## config.mk

```make
export PLATFORM = sky130hd
export DESIGN_NAME = grid_neighbour_address_generator
export DESIGN_NICKNAME = d
export VERILOG_FILES = /design/src/rtl/core/gnag_pkg.sv /design/src/rtl/core/grid_neighbour_address_generator.sv
export SDC_FILE = /design/constraint.sdc
export NUM_CORES = 1
export LEC_CHECK = 0
export ABC_AREA = 1
export BUFFER_PORTS_ARGS = -buffer_cell sky130_fd_sc_hd__buf_2
export CORE_ASPECT_RATIO = 0.6
export CORE_UTILIZATION = 63
export CTS_CLUSTER_SIZE = 14
export DETAILED_ROUTE_END_ITERATION = 8
export PLACE_DENSITY = 0.83
export SLEW_MARGIN = 30
export SYNTH_ARGS = -nofsm -noshare
export SYNTH_HDL_FRONTEND = slang
export SYNTH_SLANG_ARGS = --single-unit
```

## constraint.sdc

```tcl
create_clock -name clk_i -period 6.7 [get_ports clk_i]
set_input_delay 1.005 -clock clk_i [delete_from_list [all_inputs] [get_ports clk_i]]
set_output_delay 1.005 -clock clk_i [all_outputs]
set_load 0.02 [all_outputs]
```

## src/rtl/core/gnag_pkg.sv

```systemverilog
`default_nettype none

package gnag_pkg;

  // Field widths.
  localparam int unsigned CoordW = 8;
  localparam int unsigned LenW   = 9;
  localparam int unsigned IndexW = 24;

  // Widths of the precomputed index terms.
  localparam int unsigned PlaneW = 17;
  localparam int unsigned RowW   = 16;

  // Configuration port.
  localparam int unsigned AddrW = 4;
  localparam int unsigned DataW = 32;

  // Coordinates are 8 bits wide, so no axis can hold more than this many cells.
  localparam int unsigned CoordLimit = 256;

  // Offsets of the 3x3x3 cube, numbered (dx+1)*9 + (dy+1)*3 + (dz+1).
  localparam int unsigned NumOffsets = 27;
  localparam int unsigned CentreBit  = 13;
  localparam int unsigned MaxResults = 26;
  localparam int unsigned CountW     = 5;

  // Register indexes (byte address divided by four).
  localparam logic [1:0] RegLenX = 2'd0;
  localparam logic [1:0] RegLenY = 2'd1;
  localparam logic [1:0] RegLenZ = 2'd2;

  typedef logic [NumOffsets-1:0] offset_mask_t;

  typedef struct packed {
    logic [CoordW-1:0] cell_x;
    logic [CoordW-1:0] cell_y;
    logic [CoordW-1:0] cell_z;
  } cell_t;

  typedef struct packed {
    logic [CoordW-1:0] nbr_x;
    logic [CoordW-1:0] nbr_y;
    logic [CoordW-1:0] nbr_z;
    logic [IndexW-1:0] nbr_index;
    logic              last;
  } nbr_t;

  // Which of the offsets -1, 0, +1 stay inside 0 .. len-1 along one axis.
  // Bit 0 is the -1 offset, bit 1 the centre, bit 2 the +1 offset.
  function automatic logic [2:0] axis_ok(input logic [CoordW-1:0] c,
                                         input logic [LenW-1:0] len);
    logic [LenW-1:0] c_ext;
    logic [2:0]      ok;
    c_ext = {1'b0, c};
    ok[0] = (c != '0) && (c_ext <= len);
    ok[1] = c_ext < len;
    ok[2] = (c_ext + LenW'(1)) < len;
    return ok;
  endfunction

endpackage

`default_nettype wire

```

## src/rtl/core/grid_neighbour_address_generator.sv

```systemverilog
// Channel | Direction | Handshake                   | Payload
// in      | input     | in_valid_i / in_stall_o     | in_data_i  (cell_t)
// out     | output    | out_valid_o / out_stall_i   | out_data_o (nbr_t)
// config  | input     | psel / penable / pready     | paddr, pwdata, prdata
//
// The offset generator issues one result per cycle while stage 1 can load; an item
// with no neighbours inside the grid issues none. The first result passes from the
// offset generator through stage 1, stage 2 and the output register of stage 3.
// Reset is asynchronous and clears all valid bits; the lengths return to 1.
// A stall on the output holds the output register; earlier stages keep moving into
// empty stages until the pipeline is full. in_stall_o is high while the generator
// still has neighbours of the current item to issue, but for the cycle that issues the last.
`default_nettype none

module grid_neighbour_address_generator
  import gnag_pkg::*;
#(
  parameter int unsigned MAX_GRID_LEN = 256
) (
  input  wire logic             clk_i,
  input  wire logic             rst_ni,

  input  wire logic             in_valid_i,
  output logic                  in_stall_o,
  input  wire cell_t            in_data_i,

  output logic                  out_valid_o,
  input  wire logic             out_stall_i,
  output nbr_t                  out_data_o,

  input  wire logic             psel,
  input  wire logic             penable,
  input  wire logic             pwrite,
  input  wire logic [AddrW-1:0] paddr,
  input  wire logic [DataW-1:0] pwdata,
  output logic [DataW-1:0]      prdata,
  output logic                  pready
);

  localparam int unsigned CapInt = (MAX_GRID_LEN < CoordLimit) ? MAX_GRID_LEN : CoordLimit;
  localparam logic [LenW-1:0] LenCap = LenW'(CapInt);

  // Configuration registers.
  logic [LenW-1:0] len_x_q, len_y_q, len_z_q;
  logic            cfg_wr;

  assign pready = 1'b1;
  assign cfg_wr = psel && penable && pwrite;

  always_ff @(posedge clk_i or negedge rst_ni) begin
    if (!rst_ni) begin
      len_x_q <= LenW'(1);
      len_y_q <= LenW'(1);
      len_z_q <= LenW'(1);
    end else if (cfg_wr) begin
      unique case (paddr[3:2])
        RegLenX: len_x_q <= pwdata[LenW-1:0];
        RegLenY: len_y_q <= pwdata[LenW-1:0];
        RegLenZ: len_z_q <= pwdata[LenW-1:0];
        default: ;
      endcase
    end
  end

  // Register read-back.
  always_comb begin
    prdata = '0;
    unique case (paddr[3:2])
      RegLenX: prdata = DataW'(len_x_q);
      RegLenY: prdata = DataW'(len_y_q);
      RegLenZ: prdata = DataW'(len_z_q);
      default: prdata = '0;
    endcase
  end

  // Lengths saturated to what the coordinates and the parameter allow.
  logic [LenW-1:0] eff_x, eff_y, eff_z;

  assign eff_x = (len_x_q > LenCap) ? LenCap : len_x_q;
  assign eff_y = (len_y_q > LenCap) ? LenCap : len_y_q;
  assign eff_z = (len_z_q > LenCap) ? LenCap : len_z_q;

  // Cells per x plane, refreshed every cycle from the registers.
  logic [PlaneW-1:0] plane_q;
  logic [2*LenW-1:0] plane_full;

  assign plane_full = eff_y * eff_z;

  always_ff @(posedge clk_i or negedge rst_ni) begin
    if (!rst_ni) begin
      plane_q <= PlaneW'(1);
    end else begin
      plane_q <= plane_full[PlaneW-1:0];
    end
  end

  // Pipeline handshake: a stage loads when it is empty or its successor moves.
  logic v1_q, v2_q, v3_q;
  logic rdy1, rdy2, rdy3;

  assign rdy3 = !v3_q || !out_stall_i;
  assign rdy2 = !v2_q || rdy3;
  assign rdy1 = !v1_q || rdy2;

  // Offset generator: the mask of neighbours inside the grid that remain to issue.
  offset_mask_t      mask_q, new_mask, low_bit, rest_mask;
  logic [CoordW-1:0] cx_q, cy_q, cz_q;
  logic [2:0]        ok_x, ok_y, ok_z;
  logic [2:0]        sel_x, sel_y, sel_z;
  logic              gen_busy, issue, in_take;

  assign ok_x = axis_ok(in_data_i.cell_x, eff_x);
  assign ok_y = axis_ok(in_data_i.cell_y, eff_y);
  assign ok_z = axis_ok(in_data_i.cell_z, eff_z);

  always_comb begin
    for (int b = 0; b < NumOffsets; b++) begin
      new_mask[b] = ok_x[b / 9] & ok_y[(b / 3) % 3] & ok_z[b % 3];
    end
    new_mask[CentreBit] = 1'b0;
  end

  // Lowest pending offset, decoded into one-hot selects per axis.
  assign low_bit   = mask_q & (~mask_q + offset_mask_t'(1));
  assign rest_mask = mask_q & ~low_bit;

  always_comb begin
    sel_x = '0;
    sel_y = '0;
    sel_z = '0;
    for (int b = 0; b < NumOffsets; b++) begin
      sel_x[b / 9]       = sel_x[b / 9] | low_bit[b];
      sel_y[(b / 3) % 3] = sel_y[(b / 3) % 3] | low_bit[b];
      sel_z[b % 3]       = sel_z[b % 3] | low_bit[b];
    end
  end

  assign gen_busy   = mask_q != '0;
  assign issue      = gen_busy && rdy1;
  assign in_stall_o = gen_busy && !(issue && (rest_mask == '0));
  assign in_take    = in_valid_i && !in_stall_o;

  always_ff @(posedge clk_i or negedge rst_ni) begin
    if (!rst_ni) begin
      mask_q <= '0;
    end else if (in_take) begin
      mask_q <= new_mask;
    end else if (issue) begin
      mask_q <= rest_mask;
    end
  end

  always_ff @(posedge clk_i) begin
    if (in_take) begin
      cx_q <= in_data_i.cell_x;
      cy_q <= in_data_i.cell_y;
      cz_q <= in_data_i.cell_z;
    end
  end

  // Neighbour coordinate for the selected offset of one axis.
  logic [CoordW-1:0] nx, ny, nz;

  assign nx = sel_x[0] ? cx_q - CoordW'(1) : (sel_x[1] ? cx_q : cx_q + CoordW'(1));
  assign ny = sel_y[0] ? cy_q - CoordW'(1) : (sel_y[1] ? cy_q : cy_q + CoordW'(1));
  assign nz = sel_z[0] ? cz_q - CoordW'(1) : (sel_z[1] ? cz_q : cz_q + CoordW'(1));

  // Stage 1: neighbour coordinates and the last flag.
  logic [CoordW-1:0] x1_q, y1_q, z1_q;
  logic              last1_q;

  always_ff @(posedge clk_i or negedge rst_ni) begin
    if (!rst_ni) begin
      v1_q <= 1'b0;
    end else if (rdy1) begin
      v1_q <= issue;
    end
  end

  always_ff @(posedge clk_i) begin
    if (issue) begin
      x1_q    <= nx;
      y1_q    <= ny;
      z1_q    <= nz;
      last1_q <= rest_mask == '0;
    end
  end

  // Stage 2: the two products of the linear index.
  logic [CoordW-1:0]        x2_q, y2_q, z2_q;
  logic                     last2_q;
  logic [IndexW-1:0]        px_q;
  logic [RowW-1:0]          py_q;
  logic [CoordW+PlaneW-1:0] px_full;
  logic [CoordW+LenW-1:0]   py_full;

  assign px_full = x1_q * plane_q;
  assign py_full = y1_q * eff_z;

  always_ff @(posedge clk_i or negedge rst_ni) begin
    if (!rst_ni) begin
      v2_q <= 1'b0;
    end else if (rdy2) begin
      v2_q <= v1_q;
    end
  end

  always_ff @(posedge clk_i) begin
    if (rdy2 && v1_q) begin
      x2_q    <= x1_q;
      y2_q    <= y1_q;
      z2_q    <= z1_q;
      last2_q <= last1_q;
      px_q    <= px_full[IndexW-1:0];
      py_q    <= py_full[RowW-1:0];
    end
  end

  // Stage 3: sum of the index terms into the output register.
  nbr_t out_q;

  always_ff @(posedge clk_i or negedge rst_ni) begin
    if (!rst_ni) begin
      v3_q <= 1'b0;
    end else if (rdy3) begin
      v3_q <= v2_q;
    end
  end

  always_ff @(posedge clk_i) begin
    if (rdy3 && v2_q) begin
      out_q.nbr_x     <= x2_q;
      out_q.nbr_y     <= y2_q;
      out_q.nbr_z     <= z2_q;
      out_q.nbr_index <= px_q + IndexW'(py_q) + IndexW'(z2_q);
      out_q.last      <= last2_q;
    end
  end

  assign out_valid_o = v3_q;
  assign out_data_o  = out_q;

endmodule

`default_nettype wire

```

==> metrics.txt, run 1 <==
# TYPE chip_impl_metric gauge
chip_impl_info{name="run_status",value="completed"} 1
chip_impl_info{name="critPathTopFamily",value="adder cells"} 1
chip_impl_metric{name="total_number_of_nets_in_the_final_design",unit=""} 3121
chip_impl_metric{name="fp.dieArea",unit="sq mm"} 0.0355
chip_impl_metric{name="arrival",unit="ns"} 6.47
chip_impl_metric{name="cts.clk_slew.worst_paths",unit="ns"} 0.07
chip_impl_metric{name="compound_cell_area_share_of_the_yosys_netlist",unit="%"} 5.64
chip_impl_metric{name="core_area",unit="sq mm"} 0.0340
chip_impl_metric{name="synth_top_cell_area_share",unit="%"} 22.4
chip_impl_metric{name="grt_first_pass_wirelength",unit="mm"} 89.6
chip_impl_metric{name="final_antenna_net_count",unit=""} 0
chip_impl_metric{name="setup_viol_count_final",unit=""} 0
chip_impl_metric{name="post-cts-setup-buffer-count",unit=""} 0
chip_impl_metric{name="final_period_minus_worst_setup_slack",unit="ns"} 6.15
chip_impl_metric{name="grt_antenna_before_repair",unit=""} 1
chip_impl_info{name="synth_ff_type",value="sky130_fd_sc_hd__edfxtp_1"} 1
chip_impl_metric{name="cts_inserted_buffers",unit=""} 26
chip_impl_info{name="cp_slowest_cell",value="sky130_fd_sc_hd__nor2_2"} 1
chip_impl_metric{name="critical-path-max-stage-delay",unit="ns"} 0.57
chip_impl_metric{name="finish.utilization",unit="%"} 69.8
chip_impl_metric{name="skew",unit="ns"} 0.0273
chip_impl_metric{name="drv_slew",unit=""} 0
chip_impl_info{name="timing.hold.worst.class",value="input pin to asynchronous set/reset pin"} 1
chip_impl_metric{name="synth-seq-area-share",unit="%"} 30.8
chip_impl_metric{name="detail_placement_hpwl",unit="mm"} 42.7
chip_impl_metric{name="ios",unit=""} 151
chip_impl_metric{name="min_period_over_period",unit="%"} 91.9
chip_impl_metric{name="synth_enable_flop_cells",unit=""} 163
chip_impl_metric{name="pre_antenna_drt_iters",unit=""} 5
chip_impl_metric{name="synthToLayoutAreaGrowth",unit="%"} 8.28
chip_impl_info{name="post_synth_main_area_contributors",value="sky130_fd_sc_hd__edfxtp_1 (22%), sky130_fd_sc_hd__fa_1 (17%), sky130_fd_sc_hd__ha_1 (11%)"} 1
chip_impl_info{name="mostFrequentLayoutCells",value="sky130_fd_sc_hd__nand2_1 (585), sky130_fd_sc_hd__inv_1 (518), sky130_fd_sc_hd__nor2_1 (236)"} 1
chip_impl_metric{name="overflow_left_after_global_routing",unit=""} 0
chip_impl_info{name="startpoint_type",value="flip-flop"} 1
chip_impl_metric{name="cts.sink_count",unit=""} 237
chip_impl_metric{name="post_synth_and_or_nand_nor_area_fraction",unit="%"} 19.1
chip_impl_metric{name="syn_area_per_cell",unit="sq um"} 8.49
chip_impl_info{name="timing.critical_path.to_type",value="flip-flop"} 1
chip_impl_metric{name="buffer_ports.inserted",unit=""} 101
chip_impl_metric{name="globalplace.congestion",unit=""} 1.01
chip_impl_metric{name="clock.fmax",unit="MHz"} 162
chip_impl_info{name="setup_repair_after_global_routing_missed_its_margin",value="false"} 1
chip_impl_metric{name="floorplan.die.height",unit="microns"} 146
chip_impl_metric{name="route.final.wire_length",unit="mm"} 55.0
chip_impl_metric{name="floorplan.die.width",unit="microns"} 243
chip_impl_metric{name="cts-root-to-sink-buffers",unit=""} 3
chip_impl_metric{name="hold_buffers",unit=""} 0
chip_impl_metric{name="sequential_cell_area",unit="sq mm"} 0.00675
chip_impl_metric{name="fin_setup_tns",unit="ns"} 0
chip_impl_metric{name="synth_adder_area_share",unit="%"} 28.7
chip_impl_metric{name="syn-instance-count",unit=""} 2579
chip_impl_metric{name="synth.lib_cells_used.distinct",unit=""} 56
chip_impl_metric{name="hold_viol_final",unit=""} 0
chip_impl_metric{name="maximum_number_of_pins_on_one_net_before_global_route_repair",unit=""} 66
chip_impl_metric{name="number_of_fillers_in_the_final_layout",unit=""} 2559
chip_impl_metric{name="synthArstFlopShare",unit="%"} 31.2
chip_impl_metric{name="ratio_of_cells_with_drive_above_1_in_the_final_layout",unit="%"} 7.30
chip_impl_info{name="synth.largest_area_cell",value="sky130_fd_sc_hd__edfxtp_1"} 1
chip_impl_metric{name="synth.ff_latch_count",unit=""} 237
chip_impl_metric{name="first_global_vias",unit=""} 17400
chip_impl_metric{name="post_drt_via_cell_ratio",unit=""} 5.62
chip_impl_metric{name="post_synthesis_mux_area_share",unit="%"} 0.0457
chip_impl_metric{name="synth_area",unit="sq mm"} 0.0219
chip_impl_metric{name="maxSlewHeadroom",unit="%"} 31.5
chip_impl_info{name="cp_common_cell",value="sky130_fd_sc_hd__inv_1"} 1
chip_impl_metric{name="ys_warn_count",unit=""} 0
chip_impl_metric{name="multiInputGateArea",unit="sq mm"} 0.0128
chip_impl_metric{name="drt_first_iter_violations",unit=""} 1553
chip_impl_metric{name="tightestPinTransition",unit="ns"} 1.02
chip_impl_info{name="cts_tree",value="yes"} 1
chip_impl_metric{name="grt.total_usage",unit="%"} 31.7
chip_impl_metric{name="path_buf_inv",unit=""} 8
chip_impl_info{name="largest_family_of_logic_cells_by_synthesized_area",value="adder cells"} 1
chip_impl_info{name="cts_root_buf",value="sky130_fd_sc_hd__clkbuf_16"} 1
chip_impl_metric{name="critPathMaxFanout",unit=""} 11
chip_impl_metric{name="floorplan.initialDensity",unit="%"} 64.5
chip_impl_metric{name="core.rowCount",unit=""} 52
chip_impl_metric{name="drc",unit=""} 0
chip_impl_metric{name="worst_path_required",unit="ns"} 7.01
chip_impl_metric{name="max_capacitance_violation_total",unit=""} 0
chip_impl_info{name="worst-setup-path-type",value="flip-flop to flip-flop"} 1
chip_impl_metric{name="xor_xnor_share_of_the_synthesized_area",unit="%"} 4.48
chip_impl_metric{name="cts_repair_resize_count",unit=""} 0
chip_impl_info{name="leading_cell_type_in_the_layout_fill_and_taps_excluded",value="sky130_fd_sc_hd__nand2_1"} 1
chip_impl_metric{name="via_count",unit=""} 17700
chip_impl_metric{name="clock_tree.htree_level_count",unit=""} 1
chip_impl_metric{name="clock_latency",unit="ns"} 0.57
chip_impl_metric{name="wl_per_cell",unit="microns"} 17.5
[logic make-up (layout without fill, tap and decap cells)]
logic type	Yosys count	after routing
multiplexers	1	1
AO/OA/AOI/OAI	219	219
buffers and inverters	613	697
other	2	25
flip-flops	237	237
XOR/XNOR	112	112
AND/OR/NAND/NOR	1006	1006
adder cells (fa/ha/maj)	389	389
[metrics by stage]
step	cells	hold slack, ns	area (sq um)	worst slack, ns
after floorplan	2601	0.400	22000	1.44
after global placement	3094	0.401	22700	0.915
after detailed placement	3096	0.405	22800	0.716
after CTS	3144	0.403	23700	0.681
after global routing	3144	0.422	23700	0.294
final	3145	0.397	23700	0.546
[metal layers]
layer / vias to the layer above / wire (microns) / GRT usage, % / share of wire, %
met2: 927 / 23400 / 47.2 / 42
met5: - / 0 / 0 / 0
met3: 112 / 5990 / 6.10 / 11
met4: 0 / 1410 / 8.11 / 2.6
li1: 8172 / - / - / -
met1: 8450 / 24200 / 47.7 / 44
[area by class of cell]
| class | instances | area share, % |
|---|---|---|
| Antenna cell | 1 | 0.0106 |
| Sequential cell | 237 | 28.5 |
| Timing Repair Buffer | 116 | 2.69 |
| Inverter | 533 | 8.44 |
| Multi-Input combinational cell | 1751 | 54.0 |
| Clock inverter | 17 | 1.12 |
| Tap cell | 459 | 2.42 |
| Clock buffer | 31 | 2.82 |
[cell usage after synthesis, types with 3 or more instances]
master	n
sky130_fd_sc_hd__nand2_1	585
sky130_fd_sc_hd__inv_1	520
sky130_fd_sc_hd__nor2_1	237
sky130_fd_sc_hd__ha_1	201
sky130_fd_sc_hd__fa_1	188
sky130_fd_sc_hd__edfxtp_1	163
sky130_fd_sc_hd__a21oi_1	89
sky130_fd_sc_hd__nand3_1	86
sky130_fd_sc_hd__o21ai_0	80
sky130_fd_sc_hd__xor2_1	78
sky130_fd_sc_hd__dfrtp_1	70
sky130_fd_sc_hd__clkbuf_1	39
sky130_fd_sc_hd__xnor2_1	34
sky130_fd_sc_hd__nand4_1	29
sky130_fd_sc_hd__buf_4	25
sky130_fd_sc_hd__nor3_1	24
sky130_fd_sc_hd__o221ai_1	12
sky130_fd_sc_hd__nor4_1	10
sky130_fd_sc_hd__inv_2	8
sky130_fd_sc_hd__o211ai_1	8
sky130_fd_sc_hd__a21o_1	6
sky130_fd_sc_hd__nand3b_1	6
sky130_fd_sc_hd__buf_1	5
sky130_fd_sc_hd__clkinv_1	5
sky130_fd_sc_hd__nor2_2	5
sky130_fd_sc_hd__a21boi_0	4
sky130_fd_sc_hd__buf_2	4
sky130_fd_sc_hd__dfstp_2	4
sky130_fd_sc_hd__nand2_2	4
sky130_fd_sc_hd__nand2_4	4
sky130_fd_sc_hd__nor3b_1	4
sky130_fd_sc_hd__o21ai_1	4
sky130_fd_sc_hd__buf_6	3
sky130_fd_sc_hd__o21a_1	3
[worst paths after layout]
check / from / end / slack [ns] / depth (start not counted)
worst min-delay path: rst_ni / len_x_q[6] / 0.40 / 1
max in group asynchronous: rst_ni / len_x_q[0] / 5.67 / 2
worst min register to register: y2_q[7] / out_data_o[40] / 0.42 / 0
worst max register to register: len_z_q[2] / py_q[14] / 0.55 / 25
worst max-delay path: len_z_q[2] / py_q[14] / 0.55 / 25
min in group clk_i: y2_q[7] / out_data_o[40] / 0.42 / 0
[state kept, by name (all words and copies together), names as in the netlist]
name / flops
cx_q: 8
cy_q: 8
cz_q: 8
last1_q: 1
last2_q: 1
len_x_q: 9
len_y_q: 9
len_z_q: 9
mask_q: 27
out_data_o: 49
out_valid_o: 1
plane_q: 17
px_q: 24
py_q: 16
v1_q: 1
v2_q: 1
x1_q: 8
x2_q: 8
y1_q: 8
y2_q: 8
z1_q: 8
z2_q: 8
Power of run 1 is not shown: default switching activity piles up to over one toggle a cycle in this logic, so the estimate is an artifact.
==> inputs of run 2 (changes only) <==
--- a/config.mk
+++ b/config.mk
@@ -8,10 +8,12 @@
 export ABC_AREA = 1
 export BUFFER_PORTS_ARGS = -buffer_cell sky130_fd_sc_hd__buf_2
 export CORE_ASPECT_RATIO = 0.6
+export CORE_MARGIN = 2
 export CORE_UTILIZATION = 63
 export CTS_CLUSTER_SIZE = 14
 export DETAILED_ROUTE_END_ITERATION = 8
 export PLACE_DENSITY = 0.83
+export REMOVE_ABC_BUFFERS = 1
 export SLEW_MARGIN = 30
 export SYNTH_ARGS = -nofsm -noshare
 export SYNTH_HDL_FRONTEND = slang
==> run 2 against run 1 <==
Against the previous run:
- maximum frequency up 3.0%
- critical path depth up 1
- first-iteration DRC count rose by 4.7%
==> metrics.txt, run 2 (same netlist as run 1, synthesis figures left out) <==
# TYPE chip_impl_metric gauge
chip_impl_info{name="timing.rr.start",value="len_z_q[0]"} 1
chip_impl_metric{name="detail_placement_hpwl",unit="mm"} 41.7
chip_impl_metric{name="pre_antenna_drt_iters",unit=""} 7
chip_impl_metric{name="layout.cells.non_filler",unit=""} 3141
chip_impl_metric{name="worst_path_required",unit="ns"} 7.01
chip_impl_metric{name="floorplan.initialDensity",unit="%"} 64.5
chip_impl_metric{name="cts.sink_count",unit=""} 237
chip_impl_metric{name="globalRouteMet3Util",unit="%"} 5.79
chip_impl_metric{name="min_period_over_period",unit="%"} 89.2
chip_impl_metric{name="tightestPinTransition",unit="ns"} 1.08
chip_impl_metric{name="total_number_of_nets_in_the_final_design",unit=""} 3119
chip_impl_metric{name="wl_per_cell",unit="microns"} 17.0
chip_impl_metric{name="globalplace.congestion",unit=""} 0.967
chip_impl_metric{name="route.final.wire_length",unit="mm"} 53.3
chip_impl_info{name="startpoint_type",value="flip-flop"} 1
chip_impl_metric{name="setup_viol_count_final",unit=""} 0
chip_impl_metric{name="maxSlewHeadroom",unit="%"} 27.8
chip_impl_metric{name="post-cts-setup-buffer-count",unit=""} 0
chip_impl_metric{name="ratio_of_cells_with_drive_above_1_in_the_final_layout",unit="%"} 7.20
chip_impl_metric{name="drt_first_iter_violations",unit=""} 1626
chip_impl_metric{name="drc",unit=""} 0
chip_impl_metric{name="floorplan.die.width",unit="microns"} 245
chip_impl_info{name="leading_cell_type_in_the_layout_fill_and_taps_excluded",value="sky130_fd_sc_hd__nand2_1"} 1
chip_impl_metric{name="number_of_fillers_in_the_final_layout",unit=""} 2588
chip_impl_metric{name="cts-root-to-sink-buffers",unit=""} 3
chip_impl_metric{name="clock_tree.htree_level_count",unit=""} 1
chip_impl_info{name="run_status",value="completed"} 1
chip_impl_metric{name="path_buf_inv",unit=""} 9
chip_impl_metric{name="floorplan.die.height",unit="microns"} 148
chip_impl_metric{name="ios",unit=""} 151
chip_impl_metric{name="max_capacitance_violation_total",unit=""} 0
chip_impl_metric{name="grt_antenna_before_repair",unit=""} 0
chip_impl_metric{name="clock_latency",unit="ns"} 0.55
chip_impl_metric{name="buffer_ports.inserted",unit=""} 101
chip_impl_metric{name="synthToLayoutAreaGrowth",unit="%"} 7.60
chip_impl_metric{name="diodes",unit=""} 0
chip_impl_metric{name="via_count",unit=""} 17500
chip_impl_metric{name="arrival",unit="ns"} 6.28
chip_impl_info{name="timing.hold.worst.class",value="flip-flop to flip-flop"} 1
chip_impl_metric{name="fp.dieArea",unit="sq mm"} 0.0363
chip_impl_info{name="critPathLaunch",value="len_z_q[0]"} 1
chip_impl_info{name="timing.critical_path.to_type",value="flip-flop"} 1
chip_impl_metric{name="hold_viol_final",unit=""} 0
chip_impl_metric{name="hold_buffers",unit=""} 0
chip_impl_metric{name="post_drt_via_cell_ratio",unit=""} 5.56
chip_impl_metric{name="clock.fmax",unit="MHz"} 167
chip_impl_metric{name="core.rowCount",unit=""} 52
chip_impl_info{name="grt_max_usage_layer",value="met2"} 1
chip_impl_metric{name="fin_setup_tns",unit="ns"} 0
chip_impl_info{name="cp_slowest_cell",value="sky130_fd_sc_hd__fa_1"} 1
chip_impl_metric{name="drv_slew",unit=""} 0
chip_impl_metric{name="maximum_number_of_pins_on_one_net_before_global_route_repair",unit=""} 75
chip_impl_metric{name="core_area",unit="sq mm"} 0.0340
chip_impl_metric{name="grt.total_usage",unit="%"} 30.2
chip_impl_metric{name="cts_repair_resize_count",unit=""} 0
chip_impl_metric{name="overflow_left_after_global_routing",unit=""} 0
chip_impl_metric{name="met2_resource_use_gr",unit="%"} 48.4
chip_impl_metric{name="cts_inserted_buffers",unit=""} 25
chip_impl_info{name="cp_common_cell",value="sky130_fd_sc_hd__inv_1"} 1
chip_impl_metric{name="first_global_vias",unit=""} 17700
chip_impl_info{name="setup_repair_after_global_routing_missed_its_margin",value="false"} 1
chip_impl_metric{name="placed_cells_incl_taps",unit=""} 3095
chip_impl_metric{name="cts.clk_slew.worst_paths",unit="ns"} 0.07
chip_impl_info{name="hold_start",value="z1_q[3]"} 1
chip_impl_metric{name="largest_register_ffs",unit=""} 49
chip_impl_info{name="worst-setup-path-type",value="flip-flop to flip-flop"} 1
chip_impl_info{name="cts_root_buf",value="sky130_fd_sc_hd__clkbuf_16"} 1
chip_impl_metric{name="grt_util_met1",unit="%"} 42.5
chip_impl_metric{name="critPathMaxFanout",unit=""} 16
chip_impl_info{name="critPathTopFamily",value="adder cells"} 1
chip_impl_metric{name="final_period_minus_worst_setup_slack",unit="ns"} 5.98
chip_impl_metric{name="skew",unit="ns"} 0.0112
chip_impl_metric{name="grt_first_pass_wirelength",unit="mm"} 88.1
chip_impl_metric{name="critical-path-max-stage-delay",unit="ns"} 0.57
chip_impl_metric{name="final_antenna_net_count",unit=""} 0
chip_impl_info{name="cts_tree",value="yes"} 1
chip_impl_info{name="mostFrequentLayoutCells",value="sky130_fd_sc_hd__nand2_1 (585), sky130_fd_sc_hd__inv_1 (518), sky130_fd_sc_hd__nor2_1 (236)"} 1
-- run 2: per-stage QoR --
step	hold WS [ns]	cell area, sq um	worst slack [ns]	utilization [%]
final	0.418	23600	0.723	69.4
after CTS	0.422	23600	0.820	69.4
after floorplan	0.400	21500	1.50	-
after global placement	0.401	22700	1.05	66.9
after global routing	0.426	23600	0.294	69.4
after detailed placement	0.411	22700	0.902	66.9
-- run 2: final timing paths --
| path | end | slack [ns] | depth (start not counted) |
|---|---|---|---|
| max in group asynchronous | plane_q[14] | 5.66 | 2 |
| max | py_q[14] | 0.72 | 26 |
| max reg2reg | py_q[14] | 0.72 | 26 |
| min in group asynchronous | mask_q[6] | 0.57 | 2 |
| min | z2_q[3] | 0.42 | 0 |
| min reg2reg | z2_q[3] | 0.42 | 0 |
-- run 2: worst reg2reg max path, stage by stage, from the launching register on --
cell and delay (ns):
sky130_fd_sc_hd__dfstp_2 0.53, sky130_fd_sc_hd__inv_1 0.07, sky130_fd_sc_hd__nand4_1 0.10, sky130_fd_sc_hd__o21ai_0 0.09, sky130_fd_sc_hd__clkinv_1 0.16, sky130_fd_sc_hd__nor2_1 0.06, sky130_fd_sc_hd__buf_4 0.16, sky130_fd_sc_hd__inv_1 0.46
sky130_fd_sc_hd__nor2_1 0.14, sky130_fd_sc_hd__fa_1 0.57, sky130_fd_sc_hd__inv_1 0.05, sky130_fd_sc_hd__fa_1 0.47, sky130_fd_sc_hd__inv_1 0.06, sky130_fd_sc_hd__fa_1 0.53, sky130_fd_sc_hd__inv_1 0.05, sky130_fd_sc_hd__fa_1 0.52
sky130_fd_sc_hd__inv_1 0.04, sky130_fd_sc_hd__ha_1 0.38, sky130_fd_sc_hd__a21oi_1 0.21, sky130_fd_sc_hd__o21ai_0 0.13, sky130_fd_sc_hd__a21oi_1 0.25, sky130_fd_sc_hd__o21ai_0 0.15, sky130_fd_sc_hd__nand2_1 0.08, sky130_fd_sc_hd__inv_1 0.04
sky130_fd_sc_hd__o21ai_0 0.18, sky130_fd_sc_hd__nand2_1 0.10, sky130_fd_sc_hd__xor2_1 0.15
-- run 2: layer usage --
layer  wire (microns)  vias to the layer above
li1                 -                     8171
met1            23500                     8353
met2            23700                      829
met3             4690                      122
met4             1330                        0
met5                0                        -
-- run 2: final cells by class --
class	count	area, sq um	share of cell area (%)
Clock inverter	13	130	0.552
Inverter	533	2000	8.49
Timing Repair Buffer	115	614	2.61
Clock buffer	33	696	2.95
Sequential cell	237	6750	28.7
Multi-Input combinational cell	1751	12800	54.3
Tap cell	459	574	2.44
Power of run 2 is left out for the same reason.
